### config.mk
export PLATFORM = sky130hd
export DESIGN_NAME = kana_width_case_folder
export DESIGN_NICKNAME = d
export VERILOG_FILES = /design/src/hdl/kwcf_pkg.sv /design/src/hdl/kana_width_case_folder.sv
export VERILOG_INCLUDE_DIRS = /design/src /design/src/hdl
export SDC_FILE = /design/constraint.sdc
export NUM_CORES = 1
export LEC_CHECK = 0
export BUFFER_PORTS_ARGS = -buffer_cell sky130_fd_sc_hd__buf_2
export CORE_ASPECT_RATIO = 0.8
export CORE_UTILIZATION = 40
export DETAILED_ROUTE_END_ITERATION = 10
export MAX_ROUTING_LAYER = met4
export PLACE_DENSITY = 0.6
export SLEW_MARGIN = 25
export SYNTH_ARGS = -nofsm -noshare
export SYNTH_HDL_FRONTEND = slang
export SYNTH_SLANG_ARGS = --single-unit
### constraint.sdc
create_clock -name clk -period 8.2 [get_ports clk]
set_clock_uncertainty 0.1 [all_clocks]
set_input_delay 0.41 -clock clk [delete_from_list [all_inputs] [get_ports clk]]
set_output_delay 0.41 -clock clk [all_outputs]
set_load 0.05 [all_outputs]
### src/hdl/kana_width_case_folder_defines.svh
// Assertion macros for the kana width and case folder.
// Used by hdl/kana_width_case_folder.sv; needs clk and arst_n in scope.
`ifndef KANA_WIDTH_CASE_FOLDER_DEFINES_SVH
`define KANA_WIDTH_CASE_FOLDER_DEFINES_SVH

// same-cycle implication, sampled on clk, off during reset
`define KWCF_ASSERT_IMPL(label, ante, cons) \
	label: assert property (@(posedge clk) disable iff (!arst_n) (ante) |-> (cons)) \
		else $error("kwcf same-cycle check failed");

// next-cycle implication, sampled on clk, off during reset
`define KWCF_ASSERT_NEXT(label, ante, cons) \
	label: assert property (@(posedge clk) disable iff (!arst_n) (ante) |=> (cons)) \
		else $error("kwcf next-cycle check failed");

`endif

### src/hdl/kwcf_pkg.sv
// Types, constants and folding functions of the kana width and case folder.
// No dependencies.
package kwcf_pkg;

	localparam int unsigned UnitW = 16;

	localparam logic [UnitW-1:0] FwAsciiOfs  = 16'hFEE0;
	localparam logic [UnitW-1:0] KanaOfs     = 16'h0060;
	localparam logic [UnitW-1:0] IdeoSpace   = 16'h3000;
	localparam logic [UnitW-1:0] HalfKanaLo  = 16'hFF61;
	localparam logic [UnitW-1:0] HalfKanaHi  = 16'hFF9D;
	localparam logic [UnitW-1:0] HalfVoiced  = 16'hFF9E;
	localparam logic [UnitW-1:0] HalfSemi    = 16'hFF9F;
	localparam logic [UnitW-1:0] FwAsciiLo   = 16'hFF01;
	localparam logic [UnitW-1:0] FwAsciiHi   = 16'hFF5E;
	localparam logic [UnitW-1:0] KataVu      = 16'h30F4;
	localparam logic [UnitW-1:0] KataU       = 16'h30A6;
	localparam logic [UnitW-1:0] SpVoiced    = 16'h309B;
	localparam logic [UnitW-1:0] SpSemi      = 16'h309C;
	localparam logic [UnitW-1:0] KataHa      = 16'h30CF;
	localparam logic [UnitW-1:0] KataKa      = 16'h30AB;
	localparam logic [UnitW-1:0] KataChi     = 16'h30C1;
	localparam logic [UnitW-1:0] KataTsu     = 16'h30C4;
	localparam logic [UnitW-1:0] KataTo      = 16'h30C8;
	localparam logic [UnitW-1:0] KataLo      = 16'h30A1;
	localparam logic [UnitW-1:0] KataHi      = 16'h30F6;
	localparam logic [5:0]       HalfIdxOfs  = 6'h21;

	typedef logic [UnitW-1:0] unit_t;

	typedef struct packed {
		logic  ok;
		unit_t unit;
	} fold_t;

	function automatic unit_t half_kana(input logic [5:0] idx);
		unit_t r;
		case (idx)
			6'd0:  r = 16'h3002; 6'd1:  r = 16'h300C; 6'd2:  r = 16'h300D;
			6'd3:  r = 16'h3001; 6'd4:  r = 16'h30FB; 6'd5:  r = 16'h30F2;
			6'd6:  r = 16'h30A1; 6'd7:  r = 16'h30A3; 6'd8:  r = 16'h30A5;
			6'd9:  r = 16'h30A7; 6'd10: r = 16'h30A9; 6'd11: r = 16'h30E3;
			6'd12: r = 16'h30E5; 6'd13: r = 16'h30E7; 6'd14: r = 16'h30C3;
			6'd15: r = 16'h30FC; 6'd16: r = 16'h30A2; 6'd17: r = 16'h30A4;
			6'd18: r = 16'h30A6; 6'd19: r = 16'h30A8; 6'd20: r = 16'h30AA;
			6'd21: r = 16'h30AB; 6'd22: r = 16'h30AD; 6'd23: r = 16'h30AF;
			6'd24: r = 16'h30B1; 6'd25: r = 16'h30B3; 6'd26: r = 16'h30B5;
			6'd27: r = 16'h30B7; 6'd28: r = 16'h30B9; 6'd29: r = 16'h30BB;
			6'd30: r = 16'h30BD; 6'd31: r = 16'h30BF; 6'd32: r = 16'h30C1;
			6'd33: r = 16'h30C4; 6'd34: r = 16'h30C6; 6'd35: r = 16'h30C8;
			6'd36: r = 16'h30CA; 6'd37: r = 16'h30CB; 6'd38: r = 16'h30CC;
			6'd39: r = 16'h30CD; 6'd40: r = 16'h30CE; 6'd41: r = 16'h30CF;
			6'd42: r = 16'h30D2; 6'd43: r = 16'h30D5; 6'd44: r = 16'h30D8;
			6'd45: r = 16'h30DB; 6'd46: r = 16'h30DE; 6'd47: r = 16'h30DF;
			6'd48: r = 16'h30E0; 6'd49: r = 16'h30E1; 6'd50: r = 16'h30E2;
			6'd51: r = 16'h30E4; 6'd52: r = 16'h30E6; 6'd53: r = 16'h30E8;
			6'd54: r = 16'h30E9; 6'd55: r = 16'h30EA; 6'd56: r = 16'h30EB;
			6'd57: r = 16'h30EC; 6'd58: r = 16'h30ED; 6'd59: r = 16'h30EF;
			6'd60: r = 16'h30F3;
			default: r = '0;
		endcase
		return r;
	endfunction

	// ha, hi, fu, he, ho rows take both marks
	function automatic logic is_ha_row(input unit_t b);
		return (b == KataHa) || (b == KataHa + 16'd3) || (b == KataHa + 16'd6) ||
			(b == KataHa + 16'd9) || (b == KataHa + 16'd12);
	endfunction

	function automatic fold_t voiced_of(input unit_t b);
		fold_t r;
		r.ok   = 1'b0;
		r.unit = b + 16'd1;
		if ((b >= KataKa && b <= KataChi && b[0]) ||
			(b >= KataTsu && b <= KataTo && !b[0]) || is_ha_row(b)) begin
			r.ok = 1'b1;
		end else if (b == KataU) begin
			r.ok   = 1'b1;
			r.unit = KataVu;
		end
		return r;
	endfunction

	function automatic fold_t semivoiced_of(input unit_t b);
		fold_t r;
		r.ok   = is_ha_row(b);
		r.unit = b + 16'd2;
		return r;
	endfunction

	function automatic fold_t fold_finish(input unit_t c);
		fold_t r;
		unit_t t;
		t = c;
		if (t >= 16'h0041 && t <= 16'h005A) t = t + 16'h0020;
		if (t >= KataLo && t <= KataHi) t = t - KanaOfs;
		r.ok   = !(c == IdeoSpace || c == 16'h0020 || c == 16'h0009 ||
			c == 16'h000D || c == 16'h000A);
		r.unit = t;
		return r;
	endfunction

endpackage

### src/hdl/kana_width_case_folder.sv
// Kana width and case folder: one input register, folding logic, one result register.
// Depends on kwcf_pkg and kana_width_case_folder_defines.svh.
// The input register feeds the folding logic, whose result is registered; a halfwidth letter waits for the next item.
// Throughput: 1 item per cycle while out_ready holds; an item that releases a held letter and also
// emits its own unit stays in the input register for two results, bounded by the single result register.
// Reset: arst_n clears the input stage, the held letter and the result register.
`include "kana_width_case_folder_defines.svh"

module kana_width_case_folder (
	input  logic                 clk,
	input  logic                 arst_n,
	input  logic                 in_valid,
	output logic                 in_ready,
	input  kwcf_pkg::unit_t      code_unit,
	input  logic                 string_end,
	output logic                 out_valid,
	input  logic                 out_ready,
	output kwcf_pkg::unit_t      folded_unit,
	output logic                 unit_valid,
	output logic                 string_done,
	output logic                 run_last
);
	import kwcf_pkg::*;

	logic  valid_s1;
	unit_t unit_s1;
	logic  end_s1;

	logic  held_valid_q;
	unit_t held_letter_q;
	logic  phase_q;

	logic  out_valid_q;
	unit_t out_unit_q;
	logic  out_uv_q;
	logic  out_done_q;
	logic  out_last_q;

	logic  is_vm, is_sm, is_hk, is_fw;
	fold_t vo, so, f0, f1;
	logic  use_v, use_s, consumed;
	unit_t r0_src, cur_src, kana;
	logic  r0_v, r1_emit, marker, r1_p, any_res;
	logic  pick_r0, pick_last, out_free, emit, s1_done;

	always_comb begin
		is_vm   = (unit_s1 == HalfVoiced);
		is_sm   = (unit_s1 == HalfSemi);
		is_hk   = (unit_s1 >= HalfKanaLo) && (unit_s1 <= HalfKanaHi);
		is_fw   = (unit_s1 >= FwAsciiLo) && (unit_s1 <= FwAsciiHi);
		vo      = voiced_of(held_letter_q);
		so      = semivoiced_of(held_letter_q);
		use_v   = is_vm && vo.ok;
		use_s   = is_sm && so.ok;
		consumed = held_valid_q && (use_v || use_s);
		r0_src  = use_v ? vo.unit : (use_s ? so.unit : held_letter_q);
		f0      = fold_finish(r0_src);
		r0_v    = held_valid_q && f0.ok;
		kana    = half_kana(6'(unit_s1[5:0] - HalfIdxOfs));
		if (is_hk)
			cur_src = kana;
		else if (is_vm)
			cur_src = SpVoiced;
		else if (is_sm)
			cur_src = SpSemi;
		else if (is_fw)
			cur_src = unit_s1 - FwAsciiOfs;
		else
			cur_src = unit_s1;
		f1        = fold_finish(cur_src);
		r1_emit   = !consumed && !(is_hk && !end_s1) && f1.ok;
		marker    = end_s1 && !r0_v && !r1_emit;
		r1_p      = r1_emit || marker;
		any_res   = r0_v || r1_p;
		pick_r0   = !phase_q && r0_v;
		pick_last = pick_r0 ? !r1_p : 1'b1;
		out_free  = !out_valid_q || out_ready;
		emit      = valid_s1 && any_res && out_free;
		s1_done   = valid_s1 && (!any_res || (emit && pick_last));
	end

	assign in_ready = !valid_s1 || s1_done;

	always_ff @(posedge clk or negedge arst_n) begin
		if (!arst_n) begin
			valid_s1      <= 1'b0;
			held_valid_q  <= 1'b0;
			held_letter_q <= '0;
			phase_q       <= 1'b0;
			out_valid_q   <= 1'b0;
		end else begin
			if (in_ready)
				valid_s1 <= in_valid;
			if (s1_done) begin
				held_valid_q  <= !consumed && is_hk && !end_s1;
				held_letter_q <= kana;
				phase_q       <= 1'b0;
			end else if (emit && pick_r0) begin
				phase_q <= 1'b1;
			end
			if (emit)
				out_valid_q <= 1'b1;
			else if (out_ready)
				out_valid_q <= 1'b0;
		end
	end

	always_ff @(posedge clk) begin
		if (in_valid && in_ready) begin
			unit_s1 <= code_unit;
			end_s1  <= string_end;
		end
		if (emit) begin
			out_unit_q <= pick_r0 ? f0.unit : (r1_emit ? f1.unit : '0);
			out_uv_q   <= pick_r0 || r1_emit;
			out_done_q <= pick_last && end_s1;
			out_last_q <= pick_last;
		end
	end

	assign out_valid   = out_valid_q;
	assign folded_unit = out_unit_q;
	assign unit_valid  = out_uv_q;
	assign string_done = out_done_q;
	assign run_last    = out_last_q;

	`KWCF_ASSERT_IMPL(a_phase_has_item, phase_q, valid_s1)
	`KWCF_ASSERT_NEXT(a_end_clears_hold, s1_done && end_s1, !held_valid_q)
	`KWCF_ASSERT_IMPL(a_marker_flags, out_valid_q && !out_uv_q, out_done_q && out_last_q)
	`KWCF_ASSERT_IMPL(a_done_is_last, out_valid_q && out_done_q, out_last_q)

endmodule
After elaboration in Yosys (flattened, before gate mapping). Memory sizes are Yosys's and may differ from the RTL's. Cells that the tools add are included.

Muxes and demuxes: 20. Add/sub/neg operators: 8. Reductions and logical operators: 65. Eq/ne operators: 18. Order comparisons: 16.

Operator list (count): 16-bit two-way mux (13); 16-bit by 14-bit == test with 1-bit output, second input constant (8); 16-bit by 4-bit == test with 1-bit output, second input constant (6); 16-bit by 14-bit greater-or-equal comparator with 1-bit output, second input constant (4); 16-bit by 14-bit less-or-equal comparator with 1-bit output, second input constant (4); 16-bit by 6-bit adder with 16-bit output, second input constant (2); 16-bit == test, second input constant (2); 16-bit by 6-bit == test with 1-bit output, second input constant (2); 16-bit greater-or-equal comparator, second input constant (2); 16-bit by 7-bit greater-or-equal comparator with 1-bit output, second input constant (2); 16-bit less-or-equal comparator, second input constant (2); 16-bit by 7-bit less-or-equal comparator with 1-bit output, second input constant (2); 16-bit by 7-bit subtractor with 16-bit output, second input constant (2); 1-bit logical AND (29); 1-bit logical OR (21); 17-bit two-way mux (1); 16-bit by 1-bit adder with 16-bit output, second input constant (1); 16-bit by 2-bit adder with 16-bit output, second input constant (1); 16-bit subtractor, second input constant (1); 1-bit zero test (13); 1-bit two-way mux (6); 6-bit subtractor, second input constant (1); 2-bit nonzero test (2).

ROM bits: 640. Register bits after elaboration: 56. Output and inout bits: 21. Input bits: 21. Memories kept: 1.

Memory list: (name not given) (words 64, bits a word 10, read ports 1, clocked after memory_dff 0, wr ports 0, RTL line kwcf_pkg.sv:38) `case (idx)`.

Depth between registers and ports, before layout. Gate-level depths: netlist of the first run.

Word-level depth: 28. Mapped depth: 26. Gate-level depth less buffers: 22.

Worst setup path before layout of the first run. No wires, ideal clock.

Kind: register to register. Start: reg unit_s1[0]. End: reg end_s1 (enable). Required time: 7704 ps. Setup slack: 2621 ps. Arrival time: 5084 ps. Cell stages (with the launch flop): 20. Path through: edfxtp_1 clkbuf_1 clkbuf_1 inv_1 ha_1 clkbuf_1 inv_1 ha_1 clkbuf_1 and3b_1 mux2i_1 o211ai_1 a32o_1 mux2_2 or3_1 a211o_1 a21oi_1 o211a_2 o21ai_2 a21boi_1.

Word-level cells in the longest chain between the ends: 24. Elaborated cells on any way between the ends: 64. Classes of those cells: add/sub (2); order compare (4); eq/ne (12); mux (7); reduce/logical (38); memory (1).

Ends and longest elaborated chain: start: declaration (RTL line kana_width_case_folder.sv:26) `unit_t unit_s1;`; start signal: assignment (RTL line kana_width_case_folder.sv:110) `unit_s1 <= code_unit;`; branches (longest 20 deep; another with memory 64 x 10 bit); 1-bit logical OR * (RTL line kana_width_case_folder.sv:79) `s1_done = valid_s1 && (!any_res || (emit && pick_last));`; 1-bit logical AND * (RTL line kana_width_case_folder.sv:79); 1-bit logical OR * (RTL line kana_width_case_folder.sv:82) `assign in_ready = !valid_s1 || s1_done;`; 1-bit logical AND * (RTL line kana_width_case_folder.sv:109) `if (in_valid && in_ready) begin`; end signal: assignment (RTL line kana_width_case_folder.sv:111) `end_s1 <= string_end;`; end: declaration (RTL line kana_width_case_folder.sv:27) `logic end_s1;`.

Every way passes the cells marked *. A chain may end at the register's enable or synchronous reset.

Final worst setup path of the first run.
Start: reg unit_s1[0]. End: reg out_unit_q[7], in the netlist folded_unit[7] (data pin).

Word-level cells in the longest chain between the ends: 15. Elaborated cells on any way between the ends: 70. Classes of those cells: add/sub (6); order compare (12); eq/ne (12); mux (12); reduce/logical (27); memory (1).

Ends and longest elaborated chain: branches (longest 14 deep; another with 16-bit by 7-bit greater-or-equal comparator with 1-bit output); 16-bit two-way mux * (RTL line kana_width_case_folder.sv:114) `out_unit_q <= pick_r0 ? f0.unit : (r1_emit ? f1.unit : '0);`; end signal: assignment (RTL line kana_width_case_folder.sv:114); end: declaration (RTL line kana_width_case_folder.sv:34) `unit_t out_unit_q;`.

Marks and branches as above.

==> flow_summary.ini, run 1 <==
[layout]
fin_nets = 566
area_growth_pct = 10.0
fillCellCount = 1058
n_antenna_cell = 0
final_area_um2 = 4990
layout-drive-gt1-share = 0.171

[logic_synthesis]
synth_edf_count = 36
synthTopCellsByArea = edfxtp_1, dfrtp_1, ha_1, a21oi_1, nand2_1
synth_common_cells = nand2_1, edfxtp_1, a21oi_1
yosysUniqueCellTypes = 97
synth_top_area_share = 0.238
syn_area_um2 = 4540
ys_warn_count = 0
syn_nets = 543
synthFlopType = edfxtp_1
synth_seq_area_share = 0.310
yosysMostFrequentCell = nand2_1
synthCells = 502
async_reset_ff_frac = 0.265
ys_ff_latch = 49
synth_area_leader_cell = edfxtp_1
avgSynthCellArea_um2 = 9.04

[clocking]
clock_sinks = 49
clock_path_buffers = 2
cts_tree = yes
cts.htree.levels = 2
cts_setup_buffers = 0
cts_buffers = 5
cts_root_buf = clkbuf_16
path_clk_slew_ns = 0.07
insertion_delay_ns = 0.30

[drt]
drt_wl_total_um = 13000
drtIter0Drc = 638
firstDrtPassIters = 5
wl_per_cell_um = 19.3
via_per_inst = 6.37
ant_nets = 0
vias = 4265
drc = 0

[timing]
worst_pin_slew_ns = 0.877
post-route-period-util = 0.773
tns_ns = 0
slew_headroom = 0.411
fmax_mhz = 158
hold_violations = 0
finalSetupViolations = 0
drv_slew = 0
finalCriticalPeriod_ns = 6.34
rsz0062_at_grt = false

[floorplanning]
dieArea_um2 = 11800
dieWidth_um = 121
die_h_um = 97.3
start_util = 0.414
row_count = 34
coreArea_um2 = 11000
ios = 42

[placed_design]
portBuffers = 41
gp_congestion = 0.975
hpwl_um = 10000
placed_area_um2 = 4800

[global_route]
grt-ovfl-total = 0
grt_max_degree = 28
antenna_found_initial = 0
grt_pass1_vias = 3961
track_usage = 0.234
grt_pass1_wl_um = 21000

[worst_setup_path]
critPathCaptureType = register
worstPathArrival_ns = 6.25
cp_max_fo = 22
required_ns = 8.12
worstSetupStartpointType = register
worstSetupPathType = register to register

[power]
cellLeakagePower_uw = 0.00184
power_density_nw_per_um2 = 208
irDropWorstVdd_mv = 0.129

[hold_path]
hold_path.class = input pin to register

[outcome]
status = complete, no violations

[flow_run]
maxCapViolations = 0
## routing by layer
layer	track usage	routed length (um)	vias up
li1	-	-	2034
met5	-	0	-
met3	0.0610	1190	18
met2	0.335	5600	231
met4	0.0636	220	0
met1	0.324	5940	1982
## final cells by class
| type | count | area (um^2) | share of cell area |
|---|---|---|---|
| Clock buffer | 5 | 125 | 0.0251 |
| Multi-Input combinational cell | 396 | 2900 | 0.580 |
| Sequential cell | 49 | 1410 | 0.282 |
| Tap cell | 144 | 180 | 0.0361 |
| Inverter | 29 | 109 | 0.0218 |
| Timing Repair Buffer | 44 | 230 | 0.0461 |
| Clock inverter | 3 | 46.3 | 0.00927 |
## critical path, stage by stage, from the launching register on
cell      delay, ns
edfxtp_1       0.69
inv_1          0.27
ha_1           0.47
inv_1          0.09
ha_1           0.69
inv_1          0.28
a21oi_1        0.19
a211oi_1       0.11
o32a_1         0.44
o21ai_1        0.45
nor3_1         0.09
or4b_1         0.61
a31oi_2        0.28
ha_1           0.22
inv_1          0.05
a31oi_1        0.13
nand4_1        0.11
o21ai_0        0.18
a21oi_1        0.14
a311oi_1       0.34
o22ai_1        0.13
## timing repair
item                      4_1_cts  5_1_grt
gates resized for setup         0        0
hold buffers                    1        0
hold endpoints to repair       13        0
## through the flow
step                      cells  setup WS [ns]   util  power, uW  hold slack (ns)
final                       670           1.86  0.455       1040            0.182
after global routing        670           1.40  0.455       1100            0.174
after CTS                   670           2.01  0.454       1030            0.177
after detailed placement    661           2.05  0.438        796            0.221
after global placement      661           2.15  0.438        794            0.219
after floorplan             502           2.62      -        686           0.0144
## where the power goes
| group | leakage [uW] | internal [uW] | switching (uW) | total, uW |
|---|---|---|---|---|
| Combinational | 0.00127 | 163 | 271 | 434 |
| Sequential | 0.000490 | 303 | 67.3 | 371 |
| Clock | 0.0000800 | 144 | 90.6 | 235 |
| Total | 0.00184 | 611 | 429 | 1040 |
## final timing paths
| path | startpoint | end | slack [ns] | cells past startpoint |
|---|---|---|---|---|
| setup / recovery | unit_s1[0] | folded_unit[7] | 1.86 | 20 |
| hold / removal | code_unit[9] | unit_s1[9] | 0.18 | 1 |
| setup reg to reg | unit_s1[0] | folded_unit[7] | 1.86 | 20 |
| max in group asynchronous | arst_n | phase_q | 7.31 | 2 |
| hold reg to reg | held_valid_q | held_valid_q | 0.52 | 2 |
| min in group asynchronous | arst_n | held_letter_q[3] | 0.46 | 2 |
## cell families after synthesis
| group | share of synthesized area |
|---|---|
| xor+xnor | 0.0116 |
| simple gates | 0.246 |
| fa+ha+maj | 0.0551 |
| flops | 0.310 |
| buf+inv | 0.0546 |
| mux | 0.0314 |
| compound gates | 0.291 |
## cell usage in the layout, fill, tap and decap left out, types with 6 or more instances in the layout
master    Yosys  layout
a211oi_1      6       6
a21o_1        8       8
a21oi_1      29      29
a31oi_1       6       6
and2_1       14      14
buf_2         9      41
dfrtp_1      13      13
edfxtp_1     36      36
ha_1         20      20
inv_1        27      27
mux2i_1       6       6
nand2_1      37      37
nand2b_1     13      13
nand3_1      16      16
nand4_1      15      15
nor2_1       21      21
nor3_1       19      19
nor4_1        7       7
o211ai_1      8       8
o21ai_0      12      12
o22ai_1      11      11
o31a_1        6       6
o31ai_1       8       8
(Power assumes the default switching activity.)
==> inputs of run 2 (changes only) <==
--- a/config.mk
+++ b/config.mk
@@ -6,12 +6,13 @@
 export SDC_FILE = /design/constraint.sdc
 export NUM_CORES = 1
 export LEC_CHECK = 0
+export ABC_AREA = 1
 export BUFFER_PORTS_ARGS = -buffer_cell sky130_fd_sc_hd__buf_2
 export CORE_ASPECT_RATIO = 0.8
 export CORE_UTILIZATION = 40
 export DETAILED_ROUTE_END_ITERATION = 10
 export MAX_ROUTING_LAYER = met4
-export PLACE_DENSITY = 0.6
+export PLACE_DENSITY = 0.62
 export SLEW_MARGIN = 25
 export SYNTH_ARGS = -nofsm -noshare
 export SYNTH_HDL_FRONTEND = slang
==> constraint.sdc (replaced) <==
create_clock -name clk -period 5.2 [get_ports clk]
set_clock_uncertainty 0.1 [all_clocks]
set_input_delay 0.26 -clock clk [delete_from_list [all_inputs] [get_ports clk]]
set_output_delay 0.26 -clock clk [all_outputs]
set_load 0.05 [all_outputs]
==> run 2 against run 1 <==
  * Clock-buffer cell count is 1 higher
  * Wire length is 6.6% higher
  * Maximum frequency is 35% higher
  * Synthesized area is 8.3% higher
  * Hold slack worse by 0.14 ns
  * Non-clock buffer count is 3 higher
  * Clock power is 55% higher
  * First-iteration DRC count is 35% lower
  * Global-route usage is 0.30 points lower
==> flow_summary.ini, run 2 <==
[outcome]
status = complete, no violations

[logic_synthesis]
ys_warn_count = 0
synth_edf_count = 36
synth_seq_area_share = 0.286
syn_area_um2 = 4920
synth_top_area_share = 0.220
synthCells = 764
avgSynthCellArea_um2 = 6.43
synthTopCellsByArea = edfxtp_1, nand2_1, nand3_1, dfrtp_1, inv_1
synthFlopType = edfxtp_1
synth_common_cells = nand2_1, nand3_1, inv_1
syn_nets = 805
yosysMostFrequentCell = nand2_1
synth_area_leader_cell = edfxtp_1
yosysUniqueCellTypes = 41
async_reset_ff_frac = 0.265
ys_ff_latch = 49

[floorplanning]
start_util = 0.419
dieWidth_um = 126
die_h_um = 101
row_count = 35
coreArea_um2 = 11700
ios = 42
dieArea_um2 = 12700

[power]
power_density_nw_per_um2 = 308
irDropWorstVdd_mv = 0.130
p_total_uw = 1670
cellLeakagePower_uw = 0.00283

[timing]
tns_ns = 0
rsz0062_at_grt = false
hold_ws_ns = 0.0398
drv_slew = 0
setup_slack_ns = 0.518
post-route-period-util = 0.900
fmax_mhz = 214
finalCriticalPeriod_ns = 4.68
finalSetupViolations = 0
worst_pin_slew_ns = 0.554
slew_headroom = 0.631
hold_violations = 0

[clocking]
clock_sinks = 49
path_clk_slew_ns = 0.07
clock_path_buffers = 2
cts.htree.levels = 2
insertion_delay_ns = 0.29
cts_root_buf = clkbuf_16
cts_setup_buffers = 0
cts_tree = yes
cts_buffers = 5

[worst_setup_path]
required_ns = 5.16
worstSetupStartpointType = register
r2r_start = unit_s1[0]
crit_start = unit_s1[0]
critPathCaptureType = register
worstPathArrival_ns = 4.64
critical-path-slowest-cell = edfxtp_1
cp_common_cell = nand2_1
worstSetupPathType = register to register
crit_path_max_incr_delay_ns = 0.54
cp_max_fo = 13

[drt]
routed-wl-met2_um = 5970
drtIter0Drc = 417
top_layer = met4
drc = 0
vias = 5027
wl_met3_um = 757
firstDrtPassIters = 5
drt_wl_total_um = 13800
wl_per_cell_um = 14.5
via_per_inst = 5.29
met1_length_um = 6870
ant_nets = 0

[layout]
final_cell_mix = nand2_1, nand3_1, inv_1, nor2_1, buf_2
regArea_um2 = 1410
fin_nets = 843
multi_input_area_um2 = 2990
fillCellCount = 1226
n_antenna_cell = 0
final_common_cell = nand2_1
area_growth_pct = 10.5
fin_util = 0.463
layout-drive-gt1-share = 0.178

[placed_design]
pre_cts_ws_ns = 0.424
portBuffers = 41
gp_congestion = 1.01
hpwl_um = 11100

[global_route]
grt_max_degree = 20
grt-ovfl-total = 0
antenna_found_initial = 0
grt_pass1_vias = 4627
grt_pass1_wl_um = 22500
track_usage = 0.231

[hold_path]
min_from = code_unit[12]
hold_path.class = input pin to register

[flow_run]
maxCapViolations = 0
run 2: what timing repair did:
action / in CTS / in global routing
setup endpoints to repair: 0 / 2
hold endpoints to repair: 13 / 0
hold buffers: 1 / 0
resized for setup: 0 / 3
run 2: logic make-up after synthesis:
kind of cell               after synthesis  share of synthesized area
AOI/OAI and AO/OA                       55                     0.0708
xor gates and xnor gates                 3                    0.00535
adders and majority gates               20                     0.0509
buffers and inverters                  127                      0.106
DFF                                     49                      0.286
and+or+nand+nor                        510                      0.481
run 2: path summary, 6_finish.rpt:
path                               endpoint  slack [ns]  cells past startpoint
min in group asynchronous         out_valid        0.29                      2
max in group asynchronous           phase_q        4.47                      2
hold reg to reg            held_letter_q[6]        0.44                      2
setup reg to reg             folded_unit[6]        0.52                     28
setup / recovery             folded_unit[6]        0.52                     28
hold / removal                  unit_s1[12]        0.04                      1
run 2: power by group:
part,total [uW],switching (uW),internal [uW],leakage [uW]
clock network,365,139,226,0.0000785
logic,736,517,219,0.00225
registers,571,84.5,486,0.000499
total,1670,741,930,0.00283
run 2: layout make-up:
cell class,instances,share of cell area
Timing Repair Buffer,47,0.0488
Sequential cell,49,0.259
Inverter,111,0.0772
Clock buffer,6,0.0237
Clock inverter,2,0.00622
Tap cell,148,0.0341
Multi-Input combinational cell,588,0.551
run 2: through the flow:
step	cell area, um^2	std cells
2_1_floorplan	4920	764
3_3_place_gp	5260	942
3_5_place_dp	5260	942
4_1_cts	5430	951
5_1_grt	5430	951
6_report	5430	951
run 2: per-layer routing:
metal	vias up	track usage
met5	-	-
met4	0	0.0565
met3	18	0.0365
met2	169	0.361
met1	2301	0.313
li1	2539	-
run 2: worst max-delay path, delay by kind of cell (launching register included):
family | cells | cell delay [ns]
compound gates | 2 | 0.33
buf+inv | 3 | 0.47
fa+ha+maj | 3 | 0.80
flops | 1 | 0.54
simple gates | 20 | 2.22
==> inputs of run 3 (changes only) <==
--- a/config.mk
+++ b/config.mk
@@ -12,7 +12,6 @@
 export CORE_UTILIZATION = 40
 export DETAILED_ROUTE_END_ITERATION = 10
 export MAX_ROUTING_LAYER = met4
-export PLACE_DENSITY = 0.62
 export SLEW_MARGIN = 25
 export SYNTH_ARGS = -nofsm -noshare
 export SYNTH_HDL_FRONTEND = slang
==> run 3 against run 2 <==
  * Maximum frequency down 0.99%
  * Clock-buffer cell count unchanged
  * Via count is 0.30% lower
  * Global-route usage decreased by 0.10 points
  * Power grew 0.82%
  * Largest power group unchanged
==> flow_summary.ini, run 3 (synthesis gave the netlist of run 2 again) <==
[clocking]
path_clk_slew_ns = 0.07
clock_sinks = 49
cts.htree.levels = 2
cts_buffers = 5
cts_tree = yes
cts_root_buf = clkbuf_16
clock_path_buffers = 2
insertion_delay_ns = 0.29

[floorplanning]
start_util = 0.419
row_count = 35
dieArea_um2 = 12700
ios = 42
dieWidth_um = 126
coreArea_um2 = 11700
die_h_um = 101

[layout]
n_antenna_cell = 0
area_growth_pct = 11.1
final_common_cell = nand2_1
fin_nets = 845
layout-drive-gt1-share = 0.183
final_cell_mix = nand2_1, nand3_1, inv_1, nor2_1, buf_2
fillCellCount = 1229
final_cells = 953

[timing]
tns_ns = 0
worst_pin_slew_ns = 0.495
drv_slew = 0
fmax_mhz = 211
finalCriticalPeriod_ns = 4.73
post-route-period-util = 0.909
hold_violations = 0
hold_ws_ns = 0.0373
finalSetupViolations = 0
rsz0062_at_grt = false
slew_headroom = 0.670

[drt]
wl_per_cell_um = 14.4
drtIter0Drc = 397
ant_nets = 0
wl_met3_um = 734
firstDrtPassIters = 5
top_layer = met4
drc = 0
drt_wl_total_um = 13700
vias = 5012
met1_length_um = 6950
via_per_inst = 5.26
routed-wl-met2_um = 5830

[flow_run]
maxCapViolations = 0

[power]
irDropWorstVdd_mv = 0.124
power_density_nw_per_um2 = 308
cellLeakagePower_uw = 0.00284
p_total_uw = 1680

[global_route]
track_usage = 0.230
grt-ovfl-total = 0
grt_pass1_wl_um = 22500
antenna_found_initial = 0
grt_pass1_vias = 4566
grt_max_degree = 20

[worst_setup_path]
worstSetupPathType = register to primary output
critPathCaptureType = primary output
worstPathArrival_ns = 4.37
required_ns = 4.84
worstSetupStartpointType = register
cp_max_fo = 12

[placed_design]
hpwl_um = 11000
gp_congestion = 0.970
dp_cells = 941
portBuffers = 41

[hold_path]
hold_path.class = input pin to register

[outcome]
status = complete, no violations
[run 3: cell types whose count changed in the layout (fill, tap and decap cells not counted)]
cell | before | now
clkinvlp_4 | 0 | 1
clkbuf_1 | 1 | 0
clkinv_1 | 2 | 1
clkbuf_8 | 0 | 1
buf_4 | 4 | 6
[run 3: routing by layer]
| metal | up-vias | GRT usage |
|---|---|---|
| li1 | 2548 | - |
| met1 | 2286 | 0.323 |
| met2 | 166 | 0.351 |
| met3 | 12 | 0.0306 |
| met4 | 0 | 0.0528 |
| met5 | - | - |
[run 3: area by class of cell]
type	count	area [um^2]	area share
inverter	111	419	0.0767
sequential	49	1410	0.258
timing repair buffer	49	280	0.0513
tap	148	185	0.0339
clock inverter	2	37.5	0.00687
multi-input combinational	588	2990	0.548
clock buffer	6	139	0.0254
[run 3: worst paths after layout]
check / start / to / slack (ns) / depth (start not counted)
worst min register to register: held_letter_q[6] / held_letter_q[6] / 0.43 / 2
worst max register to register: unit_s1[1] / folded_unit[6] / 0.58 / 28
worst max-delay path: unit_s1[1] / in_ready / 0.47 / 23
max in group asynchronous: arst_n / held_letter_q[12] / 4.46 / 2
worst min-delay path: code_unit[14] / unit_s1[14] / 0.04 / 1
min in group asynchronous: arst_n / out_valid / 0.29 / 2
[run 3: timing repair]
action	in CTS	in global routing
setup endpoints to repair	0	3
setup buffers	0	3
hold buffers	1	0
hold endpoints to repair	13	0
resized for setup	0	3
[run 3: stage by stage]
stage / util / setup slack (ns) / area (um^2)
3_3_place_gp: 0.447 / 0.593 / 5250
6_report: 0.465 / 0.471 / 5460
5_1_grt: 0.465 / 0.0938 / 5460
4_1_cts: 0.463 / 0.243 / 5430
2_1_floorplan: - / 0.647 / 4920
3_5_place_dp: 0.447 / 0.393 / 5250
[run 3: critical path, cell delays in order, from the launching register on]
cell and delay [ns]:
edfxtp_1 0.45, inv_2 0.18, ha_2 0.28, inv_1 0.10
ha_1 0.30, inv_1 0.14, nor2_1 0.22, nand3_1 0.18
nor2_1 0.12, nand2_1 0.13, nor2_2 0.20, nor2_1 0.14
nor3_4 0.27, nand3_1 0.14, nand2_1 0.13, nand2_1 0.06
nand2_1 0.06, nand2_1 0.04, nand2_1 0.09, nand3_2 0.11
o21ai_2 0.20, nand2_1 0.16, nand2_1 0.11, buf_2 0.27
[run 3: power by group]
part / switching, uW / internal [uW] / leakage (uW) / total, uW
registers: 80.7 / 486 / 0.000499 / 567
logic: 517 / 219 / 0.00226 / 736
clock network: 142 / 240 / 0.0000831 / 382
total: 740 / 945 / 0.00284 / 1680
